==> config.mk <==
export PLATFORM = sky130hd
export DESIGN_NAME = priority_event_table
export DESIGN_NICKNAME = d
export VERILOG_FILES = /design/src/rtl/pet_pkg.sv /design/src/rtl/pet_slot_ram.sv /design/src/rtl/priority_event_table.sv
export SDC_FILE = /design/constraint.sdc
export NUM_CORES = 2
export LEC_CHECK = 0
export BUFFER_PORTS_ARGS = -buffer_cell sky130_fd_sc_hd__buf_2
export CORE_AREA = 4 4 524 526
export DETAILED_ROUTE_END_ITERATION = 10
export DIE_AREA = 0 0 528 530
export PLACE_DENSITY = 0.43
export SLEW_MARGIN = 10
export SYNTH_ARGS = -nofsm -noshare
export SYNTH_HDL_FRONTEND = slang
export SYNTH_HIERARCHICAL = 1
export SYNTH_SLANG_ARGS = --single-unit
==> constraint.sdc <==
create_clock -name i_clk -period 13.3 [get_ports i_clk]
set_input_delay 2.66 -clock i_clk [delete_from_list [all_inputs] [get_ports i_clk]]
set_output_delay 2.66 -clock i_clk [all_outputs]
set_load 0.01 [all_outputs]
==> src/rtl/pet_pkg.sv <==
package pet_pkg;

    // Field widths of one event.
    localparam int CODE_W   = 8;
    localparam int SRC_W    = 16;
    localparam int PRI_W    = 4;
    localparam int HANDLE_W = 32;
    localparam int LEN_W    = 16;
    localparam int PAY_W    = 32;
    localparam int IDX_W    = 4;

    // Stream word widths.
    localparam int IN_DATA_W  = 128;
    localparam int IN_USER_W  = 2;
    localparam int OUT_DATA_W = 112;
    localparam int OUT_USER_W = 2;

    // Configuration port widths.
    localparam int CFG_IDX_W  = 1;
    localparam int CFG_DATA_W = 4;

    // Operation codes carried in the input tuser.
    typedef enum logic [IN_USER_W-1:0] {
        OP_POST      = 2'd0,
        OP_CLEAR     = 2'd1,
        OP_CLEAR_ALL = 2'd2,
        OP_GET       = 2'd3
    } t_op;

    // Configuration register indexes.
    typedef enum logic [CFG_IDX_W-1:0] {
        CFG_RUNNING   = 1'b0,
        CFG_EMERGENCY = 1'b1
    } t_cfg_reg;

    // One slot of the event memory.
    typedef struct packed {
        logic [PAY_W-1:0]    payload;
        logic [LEN_W-1:0]    length;
        logic [HANDLE_W-1:0] handle;
        logic [PRI_W-1:0]    prio;
        logic [SRC_W-1:0]    source;
        logic [CODE_W-1:0]   code;
    } t_entry;

endpackage

==> src/rtl/pet_slot_ram.sv <==
module pet_slot_ram
    import pet_pkg::*;
#(
    parameter int DEPTH = 16,
    localparam int AW = (DEPTH > 1) ? $clog2(DEPTH) : 1
) (
    input  logic          i_clk,
    input  logic          i_we,
    input  logic [AW-1:0] i_waddr,
    input  t_entry        i_wdata,
    input  logic [AW-1:0] i_raddr,
    output t_entry        o_rdata
);

    t_entry r_mem [DEPTH];
    t_entry r_rdata;

    // One write port and one registered read port.
    always_ff @(posedge i_clk) begin
        if (i_we) begin
            r_mem[i_waddr] <= i_wdata;
        end
        r_rdata <= r_mem[i_raddr];
    end

    assign o_rdata = r_rdata;

endmodule

==> src/rtl/priority_event_table.sv <==
// Event table with SLOTS slots kept in a single-port-read slot memory; a
// busy bit per slot in flip-flops marks the occupied slots and is cleared
// by reset. One operation is handled at a time. A post walks the busy
// bits one slot per cycle up to the lowest free slot and fails when the
// table is full. A get reads the slot memory one entry per cycle through
// its single read port until every slot is read or a match at or above
// the emergency level stops the scan; a get while not running skips the
// scan. A result waiting in the output register does not block the next
// input word; only the end of the next operation waits for it.
module priority_event_table
    import pet_pkg::*;
#(
    parameter int SLOTS = 16
) (
    input  logic                  i_clk,
    input  logic                  i_rst_n,
    // Input word: tdata = event_code, source_bits, priority_req, param_handle,
    // param_length, payload, slot_index, source_mask (from bit 0 up).
    input  logic                  i_s_axis_tvalid,
    output logic                  o_s_axis_tready,
    input  logic [IN_DATA_W-1:0]  i_s_axis_tdata,
    // tuser = op.
    input  logic [IN_USER_W-1:0]  i_s_axis_tuser,
    // Result word: tdata = hit_slot, hit_code, hit_source, hit_priority,
    // hit_handle, hit_length, hit_payload (from bit 0 up).
    output logic                  o_m_axis_tvalid,
    input  logic                  i_m_axis_tready,
    output logic [OUT_DATA_W-1:0] o_m_axis_tdata,
    // tuser = success, found.
    output logic [OUT_USER_W-1:0] o_m_axis_tuser,
    // Configuration write port.
    input  logic                  i_cfg_we,
    input  logic [CFG_IDX_W-1:0]  i_cfg_idx,
    input  logic [CFG_DATA_W-1:0] i_cfg_wdata
);

    localparam int SW = (SLOTS > 1) ? $clog2(SLOTS) : 1;
    localparam int CW = $clog2(SLOTS + 1);
    localparam int XW = (CW > IDX_W) ? CW : IDX_W;

    typedef enum logic [2:0] {
        ST_IDLE,
        ST_POST,
        ST_GET,
        ST_EMIT
    } t_state;

    t_state                r_state;
    logic [SLOTS-1:0]      r_occ;
    logic                  r_running;
    logic [PRI_W-1:0]      r_emerg;
    logic [CW-1:0]         r_cnt;
    logic                  r_pend;
    logic [SW-1:0]         r_pidx;
    t_entry                r_req;
    logic [SRC_W-1:0]      r_mask;
    logic                  r_success;
    logic                  r_have;
    logic [SW-1:0]         r_best_idx;
    t_entry                r_best;
    logic                  r_m_tvalid;
    logic [OUT_DATA_W-1:0] r_m_tdata;
    logic [OUT_USER_W-1:0] r_m_tuser;

    // Input word fields.
    t_op              in_op;
    t_entry           in_entry;
    logic [IDX_W-1:0] in_slot_index;
    logic [SRC_W-1:0] in_mask;
    logic [XW-1:0]    clr_idx;
    logic             clr_ok;
    logic             in_accept;

    assign in_op            = t_op'(i_s_axis_tuser);
    assign in_entry.code    = i_s_axis_tdata[7:0];
    assign in_entry.source  = i_s_axis_tdata[23:8];
    assign in_entry.prio    = i_s_axis_tdata[27:24];
    assign in_entry.handle  = i_s_axis_tdata[59:28];
    assign in_entry.length  = i_s_axis_tdata[75:60];
    assign in_entry.payload = i_s_axis_tdata[107:76];
    assign in_slot_index    = i_s_axis_tdata[111:108];
    assign in_mask          = i_s_axis_tdata[127:112];
    assign clr_idx          = XW'(in_slot_index);
    assign clr_ok           = clr_idx < XW'(SLOTS);
    assign in_accept        = i_s_axis_tvalid && o_s_axis_tready;

    // Slot memory access.
    logic          scan_end;
    logic          post_free;
    logic          ram_we;
    logic [SW-1:0] ram_addr;
    t_entry        ram_rdata;

    assign scan_end  = r_cnt == CW'(SLOTS);
    assign ram_addr  = r_cnt[SW-1:0];
    assign post_free = !scan_end && !r_occ[ram_addr];
    assign ram_we    = (r_state == ST_POST) && post_free;

    pet_slot_ram #(
        .DEPTH (SLOTS)
    ) u_slot_ram (
        .i_clk   (i_clk),
        .i_we    (ram_we),
        .i_waddr (ram_addr),
        .i_wdata (r_req),
        .i_raddr (ram_addr),
        .o_rdata (ram_rdata)
    );

    // Get scan: compare the entry read in the previous cycle with the best so far.
    logic match;
    logic stop;

    assign match = r_pend && r_occ[r_pidx] && ((ram_rdata.source & r_mask) != '0) &&
                   (!r_have || (ram_rdata.prio > r_best.prio));
    assign stop  = match && (ram_rdata.prio >= r_emerg);

    // Result word built from the result registers.
    t_entry        hit;
    logic [XW-1:0] hit_slot_x;

    assign hit        = r_have ? r_best : '0;
    assign hit_slot_x = XW'(r_best_idx);

    // Configuration registers.
    always_ff @(posedge i_clk) begin
        if (!i_rst_n) begin
            r_running <= 1'b0;
            r_emerg   <= '1;
        end else if (i_cfg_we) begin
            case (t_cfg_reg'(i_cfg_idx))
                CFG_RUNNING:   r_running <= i_cfg_wdata[0];
                CFG_EMERGENCY: r_emerg   <= i_cfg_wdata[PRI_W-1:0];
                default: ;
            endcase
        end
    end

    // Operation sequencer, busy bits and output register.
    always_ff @(posedge i_clk) begin
        if (!i_rst_n) begin
            r_state    <= ST_IDLE;
            r_occ      <= '0;
            r_cnt      <= '0;
            r_pend     <= 1'b0;
            r_success  <= 1'b0;
            r_have     <= 1'b0;
            r_m_tvalid <= 1'b0;
        end else begin
            // The emit state reloads the output register itself.
            if (r_m_tvalid && i_m_axis_tready && (r_state != ST_EMIT)) begin
                r_m_tvalid <= 1'b0;
            end
            case (r_state)
                ST_IDLE: begin
                    if (in_accept) begin
                        r_req      <= in_entry;
                        r_mask     <= in_mask;
                        r_cnt      <= '0;
                        r_pend     <= 1'b0;
                        r_success  <= 1'b1;
                        r_have     <= 1'b0;
                        r_best_idx <= '0;
                        case (in_op)
                            OP_POST: r_state <= ST_POST;
                            OP_CLEAR: begin
                                if (clr_ok) begin
                                    r_occ[clr_idx[SW-1:0]] <= 1'b0;
                                end
                                r_state <= ST_EMIT;
                            end
                            OP_CLEAR_ALL: begin
                                r_occ   <= '0;
                                r_state <= ST_EMIT;
                            end
                            OP_GET: r_state <= r_running ? ST_GET : ST_EMIT;
                            default: r_state <= ST_EMIT;
                        endcase
                    end
                end
                ST_POST: begin
                    // Walk the busy bits up to the lowest free slot.
                    if (scan_end) begin
                        r_success <= 1'b0;
                        r_state   <= ST_EMIT;
                    end else if (post_free) begin
                        r_occ[ram_addr] <= r_req.code != '0;
                        r_best_idx      <= ram_addr;
                        r_state         <= ST_EMIT;
                    end else begin
                        r_cnt <= r_cnt + 1'b1;
                    end
                end
                ST_GET: begin
                    // Issue one read per cycle while evaluating the previous one.
                    r_pend <= !scan_end;
                    r_pidx <= ram_addr;
                    if (!scan_end) begin
                        r_cnt <= r_cnt + 1'b1;
                    end
                    if (match) begin
                        r_have     <= 1'b1;
                        r_best     <= ram_rdata;
                        r_best_idx <= r_pidx;
                    end
                    if (stop || (!r_pend && scan_end)) begin
                        r_state <= ST_EMIT;
                    end
                end
                ST_EMIT: begin
                    // Load the output register once it is free.
                    if (!r_m_tvalid || i_m_axis_tready) begin
                        r_m_tvalid <= 1'b1;
                        r_m_tdata  <= {hit.payload, hit.length, hit.handle, hit.prio,
                                       hit.source, hit.code, hit_slot_x[IDX_W-1:0]};
                        r_m_tuser  <= {r_have, r_success};
                        r_state    <= ST_IDLE;
                    end
                end
                default: r_state <= ST_IDLE;
            endcase
        end
    end

    assign o_s_axis_tready = r_state == ST_IDLE;
    assign o_m_axis_tvalid = r_m_tvalid;
    assign o_m_axis_tdata  = r_m_tdata;
    assign o_m_axis_tuser  = r_m_tuser;

endmodule

==> flow_summary.yaml <==
placement:
  gp_congestion: 0.7607
  place_ws_ps: 7532
  io_buffers: 255
  dp_hpwl_um: 104800
synth:
  synth.avg_cell_area_um2: 22.65
  synth_top_family_by_area: "multiplexers"
  synth-edff-count: 2082
  netlist_area_mm2: 0.08076
  yosysTopAreaCell: "edfxtp_1"
  synthFlopType: "edfxtp_1"
  synth_fa_ha_area_frac: 0.003098
  yosys_warnings: 6
  synth_nets: 3725
  synth_xor_area_frac: 0
  synth_top_cells_by_count: "edfxtp_1, mux4_2, a22oi_1"
  yosys-mux-area-fraction: 0.1237
  yosysMostFrequentCell: "edfxtp_1"
  synth_compound_gate_area_share: 0.02940
  ys_types: 54
  yosysTopAreaCellShare: 0.7741
  ys_seq_area_frac: 0.8088
  ys_ff_latch: 2222
  netlist_instances: 3565
  synthArstFlopShare: 0
  synth.top_cells.by_area: "edfxtp_1, mux4_2, dfxtp_1"
  synthSimpleGateAreaFrac: 0.02220
timing:
  period_share: 0.4169
  fin_setup_tns_ps: 0
  setup_ws_ps: 7756
  rsz0062_at_grt: "no"
  max-slew-margin-rel: 0.2397
  tightest_slew_ps: 1138
  drv_slew: 0
  skew_ps: 41.02
  finalSetupViolCount: 0
  period_needed_ps: 5544
  hold_viol_final: 0
  fmax_ghz: 0.1804
worst_hold_path:
  min_path_type: "flip-flop to flip-flop"
worst_setup_path:
  rrSetupSlack_ps: 7760
  endpoint_kind: "flip-flop"
  startpoint_type: "flip-flop"
  worstSetupPathType: "flip-flop to flip-flop"
  cp.arrival_ps: 6000
  required_ps: 13750
  path_max_fanout: 41
die:
  dieWidth_um: 528
  die_height_um: 530
  die_area_mm2: 0.2798
  core_area_mm2: 0.2700
  initial_core_util: 0.2991
  io_pins: 256
  fp-row-count: 191
cts:
  clk_pin_slew_ps: 60
  cts_tree: "built"
  cts.path.max_buffers: 3
  cts_buffers: 228
  cts_hold_buf: 0
  clkLatencyLatePin_ps: 840
  cts_max_level: 4
  post_cts_buffers: 0
  postCtsResizedCells: 0
  clock-sinks: 2222
  ctsRootBufferMaster: "clkbuf_16"
global_route:
  grt_pass1_wl_um: 303100
  grt_overflow_total: 0
  antenna_found_initial: 9
  grt_max_degree: 125
  track_usage: 0.1504
  grt_pass1_vias: 39748
pwr:
  peakVddDrop_v: 0.0001484
  power_leakage_uw: 0.02939
  powerDensity_mw_per_mm2: 176.3
outcome:
  status: "finished, final reports clean"
routing:
  vias: 37143
  dr.pass1.iters: 5
  drc: 0
  wl_per_cell_um: 27.62
  drt_wl_total_um: 213500
  drtIter0Drc: 2956
  routed_via_density: 4.806
  ant_nets: 0
finish:
  fillCellCount: 25061
  area_growth_pct: 16.55
  drive_gt1_frac: 0.2775
  nNetsFinal: 4113
job:
  max-cap-violations: 0
==> power by group <==
| group | total (µW) | internal [µW] | switching, µW | leakage [µW] |
|---|---|---|---|---|
| registers | 8390 | 8110 | 278 | 0.0201 |
| clock network | 6490 | 3790 | 2700 | 0.00378 |
| logic | 1710 | 805 | 908 | 0.00554 |
| total | 16600 | 12700 | 3890 | 0.0294 |
==> sequential cells by signal, summed over array words and instances, names as in the netlist, 2 cells and up <==
register,cells
o_m_axis_tdata,112
o_m_axis_tuser,2
r_best_idx,4
r_pidx,4
r_best,108
r_state,2
u_slot_ram/r_mem,1728
r_mask,16
r_occ,16
r_req,108
r_cnt,5
u_slot_ram/o_rdata,108
r_emerg,4
==> worst paths after layout <==
path | end | startpoint | depth (start not counted)
max reg2reg | u_slot_ram/r_mem[9][77] | r_cnt[0] | 10
max | u_slot_ram/r_mem[9][77] | r_cnt[0] | 10
min reg2reg | r_best[34] | u_slot_ram/o_rdata[34] | 0
min | r_best[34] | u_slot_ram/o_rdata[34] | 0
==> worst max-delay path: stages, from the launching register on <==
cell	delay, ps
dfxtp_4	870
inv_1	300
ha_1	430
nand3_1	290
nand3_1	120
o21ai_1	180
and2_1	260
nand3b_1	310
nor2_4	920
buf_4	580
buf_4	790
==> routing by layer <==
layer / global-route usage / share of wire
met5: 0 / 0
met4: 0.03425 / 0.020
met3: 0.02080 / 0.037
met2: 0.2547 / 0.50
met1: 0.2061 / 0.45
==> per-stage QoR <==
stage	instance area [µm²]	utilization	hold slack, ps	instances	total power (µW)
finish	94130	0.3486	401.6	7729	16590
global route	94130	0.3486	405.4	7729	17320
detailed placement	86440	0.3201	388.7	7293	10310
CTS	94130	0.3486	402.8	7728	16880
global placement	86440	0.3201	387.2	7293	10310
floorplan	80760	-	385.5	3565	9782
==> layout by cell type, fill, tap and decap left out, types with 28 or more instances in the layout <==
cell type / instances
clkbuf_8: 36
clkbuf_16: 231
dfxtp_1: 137
edfxtp_1: 2082
o21ai_0: 28
mux4_2: 439
and2_1: 109
buf_2: 255
clkinv_2: 44
clkbuf_1: 65
a22oi_1: 223
buf_4: 61
nand2_1: 143
==> cell families after synthesis <==
kind of cell               after synthesis
DFF                                   2222
muxes                                  448
and+or+nand+nor                        362
AOI/OAI and AO/OA                      322
buffers and inverters                  191
adders and majority gates               20
==> cell type report <==
cell class | count | area [µm²] | area share
Clock buffer | 332 | 6520 | 0.06927
Inverter | 20 | 75.07 | 0.0007975
Antenna cell | 1 | 2.502 | 0.00002658
Multi-Input combinational cell | 1152 | 14570 | 0.1547
Tap cell | 3570 | 4467 | 0.04745
Sequential cell | 2222 | 65330 | 0.6941
Clock inverter | 103 | 1172 | 0.01245
Timing Repair Buffer | 329 | 1994 | 0.02119
No activity file was read; power rests on OpenSTA's default activity.
